**config.mk**
```make
export PLATFORM = sky130hd
export DESIGN_NAME = key_to_vt_escape_sequence
export DESIGN_NICKNAME = d
export VERILOG_FILES = /design/src/hdl/kvt_pkg.sv /design/src/hdl/kvt_front.sv /design/src/hdl/kvt_desc_fifo.sv /design/src/hdl/kvt_back.sv /design/src/hdl/key_to_vt_escape_sequence.sv
export SDC_FILE = /design/constraint.sdc
export NUM_CORES = 1
export LEC_CHECK = 0
export BUFFER_PORTS_ARGS = -buffer_cell sky130_fd_sc_hd__buf_2
export CELL_PAD_IN_SITES_DETAIL_PLACEMENT = 0
export CELL_PAD_IN_SITES_GLOBAL_PLACEMENT = 1
export CORE_AREA = 2 2 118 97
export CTS_BUF_LIST = sky130_fd_sc_hd__clkbuf_2
export DETAILED_ROUTE_END_ITERATION = 16
export DIE_AREA = 0 0 120 99
export PLACE_DENSITY_LB_ADDON = 0.1
export SYNTH_ARGS = -nofsm -noshare
export SYNTH_HDL_FRONTEND = slang
export SYNTH_SLANG_ARGS = --single-unit
```
**constraint.sdc**
```tcl
create_clock -name clk -period 6.3 [get_ports clk]
set_input_delay 0.315 -clock clk [delete_from_list [all_inputs] [get_ports clk]]
set_output_delay 0.315 -clock clk [all_outputs]
set_load 0.01 [all_outputs]
```
**src/hdl/kvt_pkg.sv**
```systemverilog
`default_nettype none
package kvt_pkg;

  localparam logic [7:0] KEY_FIRST = 8'h3A;
  localparam logic [7:0] KEY_LAST  = 8'h52;
  localparam logic [7:0] ESC_BYTE  = 8'h1B;
  localparam logic [7:0] CH_LBRACK = 8'h5B;  // '['
  localparam logic [7:0] CH_SEMI   = 8'h3B;  // ';'
  localparam logic [7:0] CH_TILDE  = 8'h7E;  // '~'
  localparam logic [7:0] CH_ONE    = 8'h31;  // '1'
  localparam logic [7:0] CH_ZERO   = 8'h30;  // '0'
  localparam logic [4:0] MOD_PLAIN = 5'd1;
  localparam int         MAX_BYTES = 8;

  // one key table entry: lead is 'O' or '[' for the short form, 0 for numbered
  typedef struct packed {
    logic [7:0] lead;
    logic [7:0] val;
  } key_entry_t;

  // one decoded sequence handed from front to back
  typedef struct packed {
    logic [MAX_BYTES-1:0][7:0] seq;
    logic [2:0]                last_idx;
  } seq_desc_t;

  // key table, indexed by usage minus KEY_FIRST
  function automatic key_entry_t kvt_key_entry(input logic [4:0] idx);
    key_entry_t e;
    e = '{lead: 8'h00, val: 8'h00};
    case (idx)
      5'd0:  e = '{lead: 8'h4F, val: 8'h50};
      5'd1:  e = '{lead: 8'h4F, val: 8'h51};
      5'd2:  e = '{lead: 8'h4F, val: 8'h52};
      5'd3:  e = '{lead: 8'h4F, val: 8'h53};
      5'd4:  e.val = 8'd15;
      5'd5:  e.val = 8'd17;
      5'd6:  e.val = 8'd18;
      5'd7:  e.val = 8'd19;
      5'd8:  e.val = 8'd20;
      5'd9:  e.val = 8'd21;
      5'd10: e.val = 8'd23;
      5'd11: e.val = 8'd24;
      5'd15: e.val = 8'd2;
      5'd16: e = '{lead: 8'h5B, val: 8'h48};
      5'd17: e.val = 8'd5;
      5'd18: e.val = 8'd3;
      5'd19: e = '{lead: 8'h5B, val: 8'h46};
      5'd20: e.val = 8'd6;
      5'd21: e = '{lead: 8'h5B, val: 8'h43};
      5'd22: e = '{lead: 8'h5B, val: 8'h44};
      5'd23: e = '{lead: 8'h5B, val: 8'h42};
      5'd24: e = '{lead: 8'h5B, val: 8'h41};
      default: e = '{lead: 8'h00, val: 8'h00};
    endcase
    return e;
  endfunction

endpackage
`default_nettype wire

```
**src/hdl/kvt_front.sv**
```systemverilog
`default_nettype none
module kvt_front
  import kvt_pkg::*;
(
  input  wire logic [7:0] key_usage,
  input  wire logic [4:0] modifier_code,
  output seq_desc_t       desc,
  output logic            has_seq
);

  // tens digit of a value below 32
  function automatic logic [1:0] dec_tens(input logic [4:0] v);
    logic [1:0] t;
    if (v >= 5'd30) begin
      t = 2'd3;
    end else if (v >= 5'd20) begin
      t = 2'd2;
    end else if (v >= 5'd10) begin
      t = 2'd1;
    end else begin
      t = 2'd0;
    end
    return t;
  endfunction

  // ascii digit for a value below 10
  function automatic logic [7:0] dec_char(input logic [3:0] d);
    return CH_ZERO + {4'd0, d};
  endfunction

  logic [4:0]  idx;
  logic        in_range;
  key_entry_t  ent;
  logic [1:0]  mod_tens;
  logic [4:0]  mod_ones;
  logic [1:0]  num_tens;
  logic [4:0]  num_ones;
  logic [4:0]  num_val;
  logic        plain;

  // table lookup and digit split
  always_comb begin
    idx      = 5'(key_usage - KEY_FIRST);
    in_range = (key_usage >= KEY_FIRST) && (key_usage <= KEY_LAST);
    ent      = kvt_key_entry(idx);
    num_val  = ent.val[4:0];
    plain    = (modifier_code == MOD_PLAIN);
    mod_tens = dec_tens(modifier_code);
    mod_ones = modifier_code - 5'(mod_tens) * 5'd10;
    num_tens = dec_tens(num_val);
    num_ones = num_val - 5'(num_tens) * 5'd10;
    has_seq  = in_range && ((ent.lead != 8'h00) || (ent.val != 8'h00));
  end

  // assemble the byte string
  always_comb begin
    logic [3:0] n;
    desc = '0;
    n    = 4'd0;
    desc.seq[n[2:0]] = ESC_BYTE;
    n = n + 4'd1;
    if (ent.lead != 8'h00) begin
      if (plain) begin
        desc.seq[n[2:0]] = ent.lead;
        n = n + 4'd1;
      end else begin
        desc.seq[n[2:0]] = CH_LBRACK;
        n = n + 4'd1;
        desc.seq[n[2:0]] = CH_ONE;
        n = n + 4'd1;
        desc.seq[n[2:0]] = CH_SEMI;
        n = n + 4'd1;
        if (mod_tens != 2'd0) begin
          desc.seq[n[2:0]] = dec_char({2'd0, mod_tens});
          n = n + 4'd1;
        end
        desc.seq[n[2:0]] = dec_char(mod_ones[3:0]);
        n = n + 4'd1;
      end
      desc.seq[n[2:0]] = ent.val;
      n = n + 4'd1;
    end else begin
      desc.seq[n[2:0]] = CH_LBRACK;
      n = n + 4'd1;
      if (num_tens != 2'd0) begin
        desc.seq[n[2:0]] = dec_char({2'd0, num_tens});
        n = n + 4'd1;
      end
      desc.seq[n[2:0]] = dec_char(num_ones[3:0]);
      n = n + 4'd1;
      if (!plain) begin
        desc.seq[n[2:0]] = CH_SEMI;
        n = n + 4'd1;
        if (mod_tens != 2'd0) begin
          desc.seq[n[2:0]] = dec_char({2'd0, mod_tens});
          n = n + 4'd1;
        end
        desc.seq[n[2:0]] = dec_char(mod_ones[3:0]);
        n = n + 4'd1;
      end
      desc.seq[n[2:0]] = CH_TILDE;
      n = n + 4'd1;
    end
    desc.last_idx = 3'(n - 4'd1);
  end

endmodule
`default_nettype wire

```
**src/hdl/kvt_desc_fifo.sv**
```systemverilog
`default_nettype none
module kvt_desc_fifo
  import kvt_pkg::*;
#(
  parameter int QDEPTH = 2
) (
  input  wire logic      clk,
  input  wire logic      rst_n,
  input  wire logic      wr_en,
  input  wire seq_desc_t wr_desc,
  input  wire logic      rd_en,
  output seq_desc_t      rd_desc,
  output logic           full,
  output logic           nonempty
);

  localparam int PTR_W = (QDEPTH > 1) ? $clog2(QDEPTH) : 1;
  localparam int CNT_W = $clog2(QDEPTH + 1);

  seq_desc_t          mem_r [QDEPTH];
  logic [PTR_W-1:0]   wr_ptr_r, wr_ptr_nxt;
  logic [PTR_W-1:0]   rd_ptr_r, rd_ptr_nxt;
  logic [CNT_W-1:0]   count_r, count_nxt;

  assign full     = (count_r == CNT_W'(QDEPTH));
  assign nonempty = (count_r != '0);
  assign rd_desc  = mem_r[rd_ptr_r];

  // pointer and count update
  always_comb begin
    wr_ptr_nxt = wr_ptr_r;
    rd_ptr_nxt = rd_ptr_r;
    count_nxt  = count_r;
    if (wr_en) begin
      wr_ptr_nxt = (wr_ptr_r == PTR_W'(QDEPTH - 1)) ? '0 : wr_ptr_r + PTR_W'(1);
    end
    if (rd_en) begin
      rd_ptr_nxt = (rd_ptr_r == PTR_W'(QDEPTH - 1)) ? '0 : rd_ptr_r + PTR_W'(1);
    end
    if (wr_en && !rd_en) begin
      count_nxt = count_r + CNT_W'(1);
    end else if (!wr_en && rd_en) begin
      count_nxt = count_r - CNT_W'(1);
    end
  end

  always_ff @(posedge clk) begin
    if (!rst_n) begin
      wr_ptr_r <= '0;
      rd_ptr_r <= '0;
      count_r  <= '0;
    end else begin
      wr_ptr_r <= wr_ptr_nxt;
      rd_ptr_r <= rd_ptr_nxt;
      count_r  <= count_nxt;
    end
  end

  // entry storage
  always_ff @(posedge clk) begin
    if (wr_en) begin
      mem_r[wr_ptr_r] <= wr_desc;
    end
  end

endmodule
`default_nettype wire

```
**src/hdl/kvt_back.sv**
```systemverilog
`default_nettype none
module kvt_back
  import kvt_pkg::*;
(
  input  wire logic       clk,
  input  wire logic       rst_n,
  input  wire logic       desc_avail,
  input  wire seq_desc_t  desc,
  output logic            desc_done,
  output logic            out_empty,
  input  wire logic       out_pop,
  output logic [7:0]      out_seq_byte,
  output logic            out_last_byte
);

  logic [2:0] idx_r, idx_nxt;
  logic       valid_r, valid_nxt;
  logic [7:0] byte_r;
  logic       last_r;
  logic       load;
  logic       at_end;

  // take the next byte when the output register is free or being drained
  always_comb begin
    load      = desc_avail && (!valid_r || out_pop);
    at_end    = (idx_r == desc.last_idx);
    desc_done = load && at_end;
    idx_nxt   = idx_r;
    if (load) begin
      idx_nxt = at_end ? 3'd0 : idx_r + 3'd1;
    end
    if (load) begin
      valid_nxt = 1'b1;
    end else if (out_pop) begin
      valid_nxt = 1'b0;
    end else begin
      valid_nxt = valid_r;
    end
  end

  always_ff @(posedge clk) begin
    if (!rst_n) begin
      idx_r   <= 3'd0;
      valid_r <= 1'b0;
    end else begin
      idx_r   <= idx_nxt;
      valid_r <= valid_nxt;
    end
  end

  // output beat register
  always_ff @(posedge clk) begin
    if (load) begin
      byte_r <= desc.seq[idx_r];
      last_r <= at_end;
    end
  end

  assign out_empty     = !valid_r;
  assign out_seq_byte  = byte_r;
  assign out_last_byte = last_r;

endmodule
`default_nettype wire

```
**src/hdl/key_to_vt_escape_sequence.sv**
```systemverilog
// Function and navigation key to terminal escape sequence encoder.
// Input side is a queue push port: in_key_usage and in_modifier_code are
// taken on a clock edge with in_push high and in_full low. Each key beat is
// decoded at once and its whole byte string (up to 8 bytes) is stored in a
// descriptor queue of QDEPTH entries; keys with no sequence store nothing.
// Result side is a queue pop port: while out_empty is low, out_seq_byte and
// out_last_byte show the oldest byte; it is taken on an edge with out_pop
// high. out_last_byte marks the final byte of each sequence.
// The first byte of a key passes the descriptor queue and then the output byte
// register. Throughput: one byte per cycle while out_pop stays high; a sequence
// has 3 to 8 bytes, and the output byte register sets this rate.
// in_full rises only when QDEPTH sequences wait, so keys keep flowing while
// bytes drain. If the receiver stalls, the current byte holds and the queue
// fills, then in_full rises. Synchronous reset empties the queue and the
// output register; no sequence in flight survives it.
`default_nettype none
module key_to_vt_escape_sequence
  import kvt_pkg::*;
#(
  parameter int QDEPTH = 2
) (
  input  wire logic       clk,
  input  wire logic       rst_n,
  input  wire logic       in_push,
  output logic            in_full,
  input  wire logic [7:0] in_key_usage,
  input  wire logic [4:0] in_modifier_code,
  output logic            out_empty,
  input  wire logic       out_pop,
  output logic [7:0]      out_seq_byte,
  output logic            out_last_byte
);

  seq_desc_t front_desc;
  seq_desc_t head_desc;
  logic      has_seq;
  logic      q_wr;
  logic      q_rd;
  logic      q_nonempty;

  // decode
  kvt_front u_front (
    .key_usage     (in_key_usage),
    .modifier_code (in_modifier_code),
    .desc          (front_desc),
    .has_seq       (has_seq)
  );

  assign q_wr = in_push && !in_full && has_seq;

  // descriptor queue
  kvt_desc_fifo #(.QDEPTH(QDEPTH)) u_fifo (
    .clk      (clk),
    .rst_n    (rst_n),
    .wr_en    (q_wr),
    .wr_desc  (front_desc),
    .rd_en    (q_rd),
    .rd_desc  (head_desc),
    .full     (in_full),
    .nonempty (q_nonempty)
  );

  // byte emitter
  kvt_back u_back (
    .clk           (clk),
    .rst_n         (rst_n),
    .desc_avail    (q_nonempty),
    .desc          (head_desc),
    .desc_done     (q_rd),
    .out_empty     (out_empty),
    .out_pop       (out_pop),
    .out_seq_byte  (out_seq_byte),
    .out_last_byte (out_last_byte)
  );

endmodule
`default_nettype wire

```
* Word level (Yosys, flattened, before mapping)
Memory sizes are Yosys's and may differ from the RTL's. A register that Yosys moved wholly into a read port is not among the register bits. Index checks and enable logic that the tools add are counted.
Operators by class: $add $sub $neg 20, magnitude comparators 23, mux-type cells 70, multipliers 2, bitwise gates (word level) 6, equality and inequality tests 24, reductions and logical operators 31
Operators with widths (number):
- two-way mux 64 bit | 6
- bitwise mux 64 bit | 5
- demux 8 bit (select 3 bit) | 7
- case mux 7 bit (22 select lines) | 1
- two-way mux 8 bit | 17
- two-way mux 48 bit | 2
- bitwise OR 48 bit | 1
- == test 5 bit, second input constant | 9
- bitwise OR 40 bit | 1
- two-way mux 3 bit | 12
- less-than comparator 3 x 4 -> 1 bit, second input constant | 8
- == test 5 x 4 -> 1 bit, second input constant | 5
- adder 3 x 1 -> 3 bit, second input constant | 8
- AND 24 bit | 1
- binary-select mux 8 bit (select 3 bit) | 1
- NOT 24 bit | 1
- >= comparator 3 x 1 -> 1 bit, second input constant | 7
- == test 5 x 3 -> 1 bit, second input constant | 4
- >= comparator 5 bit, second input constant | 4
- AND 16 bit | 1
- NOT 16 bit | 1
- nonzero test 8 bit | 2
- logical AND 1 bit | 15
- adder 6 x 2 -> 7 bit, first input constant | 2
- other kinds (24) | 55
Storage, ports and cells: bits in registers 17, memories kept 1, memory bits (writable) 134, output and inout bits 11, input bits 17, logic and storage cells 184
Memory list:
- u_fifo.mem_r | depth 2, width 67, read ports 1, clocked after Yosys merged registers in 1, wr ports 1, line kvt_desc_fifo.sv:20 | seq_desc_t mem_r [QDEPTH];

* Logic depth before layout (Yosys ltp)
depth after elaboration 26, mapped depth 14, mapped depth without buffers 12

* Cells and area by module
A second synthesis with hierarchy kept.
Second synthesis, totals: cells, all modules 601, area, all modules 8164.1 um^2
By module, submodules not included:
- kvt_desc_fifo | sequential area each 4124.0 um^2, instances 1, area an instance 5168.7 um^2, cells each 230
- kvt_front | sequential area each 0.0 um^2, instances 1, area an instance 1950.6 um^2, cells each 307
- kvt_back | sequential area each 350.3 um^2, instances 1, area an instance 1036.0 um^2, cells each 63
- key_to_vt_escape_sequence | sequential area each 0.0 um^2, instances 1, area an instance 8.8 um^2, cells each 1

* Worst setup path after synthesis
Ideal clock, no wire load.
path kind input-to-reg, from input in_key_usage[1], to memory u_fifo.mem_r[0][0] (netlist name) (enable), required time 5.831 ns, slack 1.904 ns, data arrival time 3.927 ns, library setup time 0.469 ns, cell stages on the path 8, buffers on the path 2, cell sequence buf_6 > inv_1 > ha_1 > buf_4 > xor2_1 > a31oi_1 > a21oi_1 > nor2b_1
On the way: longest elaborated chain between the ends 10, elaborated cells between the ends (all ways) 37, those cells by class 1 x add/sub; 2 x order compare; 21 x eq/ne; 4 x mux; 9 x reduce/logical
RTL lines:
- start, declared | line key_to_vt_escape_sequence.sv:26 | input wire logic [7:0] in_key_usage,
- subtractor 5 bit | line kvt_front.sv:43 | idx = 5'(key_usage - KEY_FIRST);
- == test 5 bit, or another cell as far along | line kvt_pkg.sv:31 | case (idx)
- OR reduction 6 bit (no source line) / OR reduction 4 bit (equally long branches)
- case mux 7 bit (2 select lines) | line kvt_pkg.sv:31
- nonzero test 8 bit | line kvt_front.sv:52 | has_seq = in_range && ((ent.lead != 8'h00) || (ent.val != 8'h00));
- logical OR 1 bit | line kvt_front.sv:52
- logical AND 1 bit * | line kvt_front.sv:52
- logical AND 1 bit * | line key_to_vt_escape_sequence.sv:49 | assign q_wr = in_push && !in_full && has_seq;
- named net q_wr | line key_to_vt_escape_sequence.sv:37 | logic q_wr;
- two-way mux 1 bit * | line kvt_desc_fifo.sv:61 | if (wr_en) begin
- two-way mux 1 bit (implied by the code) * | line kvt_desc_fifo.sv:62 | mem_r[wr_ptr_r] <= wr_desc;
- end, declared | line kvt_desc_fifo.sv:20
Mark *: on every way through the listed nets, which the timed path passes. The rest lies on a longest branch.

==> flow_summary.yaml <==
outcome:
  status: "completed"
critical_path:
  crit_chain: "buf_2 -> inv_1 -> ha_1 -> xor2_1 -> nor2_1 -> nor2_1 -> inv_1 -> ha_1 -> nor2_1 -> nand3_1 -> or3_1 -> o221ai_1"
  critPathMostFrequentCell: "nor2_1"
  endpoint_kind: "flop"
  start_kind: "input port"
  required_ns: 6.76
  critPathLaunch: "in_key_usage[1]"
  crit_type: "input port to flop"
  cp_slowest_stage_delay_ns: 0.45
  crit_slowest_cell: "nor2_1"
  worstPathArrival_ns: 3.66
  path_max_fanout: 13
sta:
  tns_ns: 0
  grt_setup_unrepaired: "no"
  tightest_slew_ns: 1.09
  fmax_mhz: 313
  hold_viol: 0
  setup_viol: 0
  fin_worst_skew_ns: 0.0386
  min_period_ns: 3.20
  period_share_pct: 50.8
  maxSlewViolCount: 0
  slew_headroom_pct: 27.4
cts:
  cts_tree: "yes"
  cts_hold_buf: 2
  root_buffer: "clkbuf_2"
  cts.clk_slew.worst_paths_ns: 0.17
  cts_buffer_depth: 2
  cts_max_level: 4
  clk_latency_ns: 0.65
  cts_buffers: 17
  post_cts_buffers: 0
  cts_resized: 0
  cts_sinks: 121
drt:
  firstDrtPassIters: 6
  antenna_left: 0
  avgRoutedWirePerCell_um: 20.1
  wl_mm: 12.8
  drc: 0
  drt_iter0_markers: 545
  dr_total_vias: 3856
  viasPerCell: 6.06
synthesis:
  async_reset_ff_share_pct: 0
  synth_area_um2: 6020
  syn_area_per_cell_um2: 13.6
  synth_edf_count: 112
  synth_cell_types: 67
  synth_top_area_share_pct: 55.9
  yosysWarnings: 0
  synth.area.top_cells: "edfxtp_1 56%, mux4_2 10%, dfxtp_1 3.0%, nor2_1 1.9%, ha_1 1.9%"
  synth_flop_cell: "edfxtp_1"
  ys_seq_area_share_pct: 58.9
  yosys.area.top_type: "edfxtp_1"
  synth_seq_cells: 121
  syn_inst: 443
run:
  maxCapViolations: 0
global_routing:
  grt_overflow: 0
  grt_pass1_wl_mm: 20.3
  grt_pass1_vias: 3677
  grt_usage_pct: 23.2
  grt_max_degree: 54
  antenna_found_initial: 0
final_layout:
  postLayoutCellArea_um2: 6600
  num_antenna_cells: 0
  mostFrequentLayoutCells: "112 x edfxtp_1, 31 x nor2_1, 27 x mux4_2"
  final_common_cell: "edfxtp_1"
  layout.nets: 507
  finish.utilization_pct: 61.8
  synthToLayoutAreaGrowth_pct: 9.67
  drive_above_1_share_pct: 22.6
floorplanning:
  io-pin-count: 28
  rows: 34
  die-area_um2: 11900
  start_util_pct: 56.4
  die_y_um: 99
  die_width_um: 120
  core_area_um2: 10700
power_and_ir_drop:
  p_per_area_nw_per_um2: 278
  p_leak_nw: 2.26
  p_int_w: 0.00135
  peakVddDrop_v: 0.000173
  power_frac_seq_pct: 50.6
  sw_frac_of_total_pct: 26.7
  comb_power_share_pct: 17.0
  clkPwrFrac_pct: 32.4
  p_sw_w: 0.000491
hold_path:
  hp-class: "input port to flop"
  worstHoldStart: "in_modifier_code[0]"
place:
  gp_congestion: 0.949
  hpwl_mm: 8.65
  place_area_um2: 6280
  numPortBuffers: 26
-- per-layer routing --
metal  share of wire [%]  GRT usage [%]
met1                  45           35.2
met2                  46           33.7
met3                 8.1           6.37
met4                0.77           5.79
met5                   0              0
-- worst paths after layout --
check | slack [ns] | depth (start not counted) | end
max reg2reg | 3.39 | 7 | u_fifo.count_r[1]
min reg2reg | 0.54 | 2 | u_fifo.count_r[1]
min | 0.18 | 3 | u_fifo.mem_r[0][43]
max | 3.10 | 12 | u_fifo.mem_r[1][43]
-- cells in the mapped netlist, drive strengths merged (7+ instances only) --
master / n
dfxtp: 9
a21oi: 23
inv: 19
edfxtp: 112
clkbuf: 13
or3: 7
xnor2: 13
nand3: 8
ha: 9
mux4: 27
nor2: 32
o21ai: 28
buf: 12
nand2: 25
o22ai: 7
nor3: 8
mux2: 8
-- per-stage QoR --
stage | instances | total power, W | setup WS [ns] | hold WS (ns)
5_1_grt | 636 | 0.00191 | 2.88 | 0.102
3_5_place_dp | 602 | 0.00125 | 2.54 | 0.521
6_report | 636 | 0.00184 | 3.10 | 0.179
3_3_place_gp | 602 | 0.00125 | 2.73 | 0.502
2_1_floorplan | 452 | 0.00117 | 1.90 | 0.433
4_1_cts | 636 | 0.00184 | 3.23 | 0.126
-- registers in the layout (all words and copies together) (netlist names), named ones only --
| signal | count |
|---|---|
| u_back.valid_r | 1 |
| u_back.out_seq_byte | 7 |
| u_back.idx_r | 3 |
| u_back.out_last_byte | 1 |
| u_fifo.wr_ptr_r | 1 |
| u_fifo.rd_ptr_r | 1 |
| u_fifo.count_r | 2 |
| u_fifo.mem_r | 104 |
-- area by class of cell --
class | instances | area, µm²
tap | 144 | 180
fill | 842 | 4080
inverter | 20 | 75.1
clock buffer | 21 | 105
multi-input combinational | 286 | 2310
timing repair buffer | 33 | 188
sequential | 121 | 3540
clock inverter | 11 | 194
-- power groups by stage --
| stage | combinational (W) | clock (W) | sequential, W |
|---|---|---|---|
| final | 0.000313 | 0.000595 | 0.000928 |
| after global routing | 0.000340 | 0.000640 | 0.000931 |
| after CTS | 0.000308 | 0.000604 | 0.000929 |
| after detailed placement | 0.000306 | 0 | 0.000947 |
| after global placement | 0.000302 | 0 | 0.000946 |
| after floorplan | 0.000225 | 0 | 0.000943 |
-- worst max-delay path, delay by kind of cell --
kind / cells / cell delay, ns
AO/OA/AOI/OAI: 1 / 0.10
AND/OR/NAND/NOR: 5 / 1.43
buffers and inverters: 3 / 0.59
XOR/XNOR: 1 / 0.44
adder cells (fa/ha/maj): 2 / 0.78
-- logic make-up (layout without fill, tap and decap cells) --
| group | Yosys count | in the layout | synth area share, % |
|---|---|---|---|
| compound gates | 95 | 95 | 10.4 |
| xor+xnor | 18 | 18 | 2.87 |
| fa+ha+maj | 11 | 11 | 2.54 |
| buf+inv | 45 | 85 | 3.39 |
| flops | 121 | 121 | 58.9 |
| mux | 41 | 41 | 12.6 |
| other cells | 2 | 11 | 0.125 |
| simple gates | 110 | 110 | 9.17 |
Power figures use the tool's default switching activity.
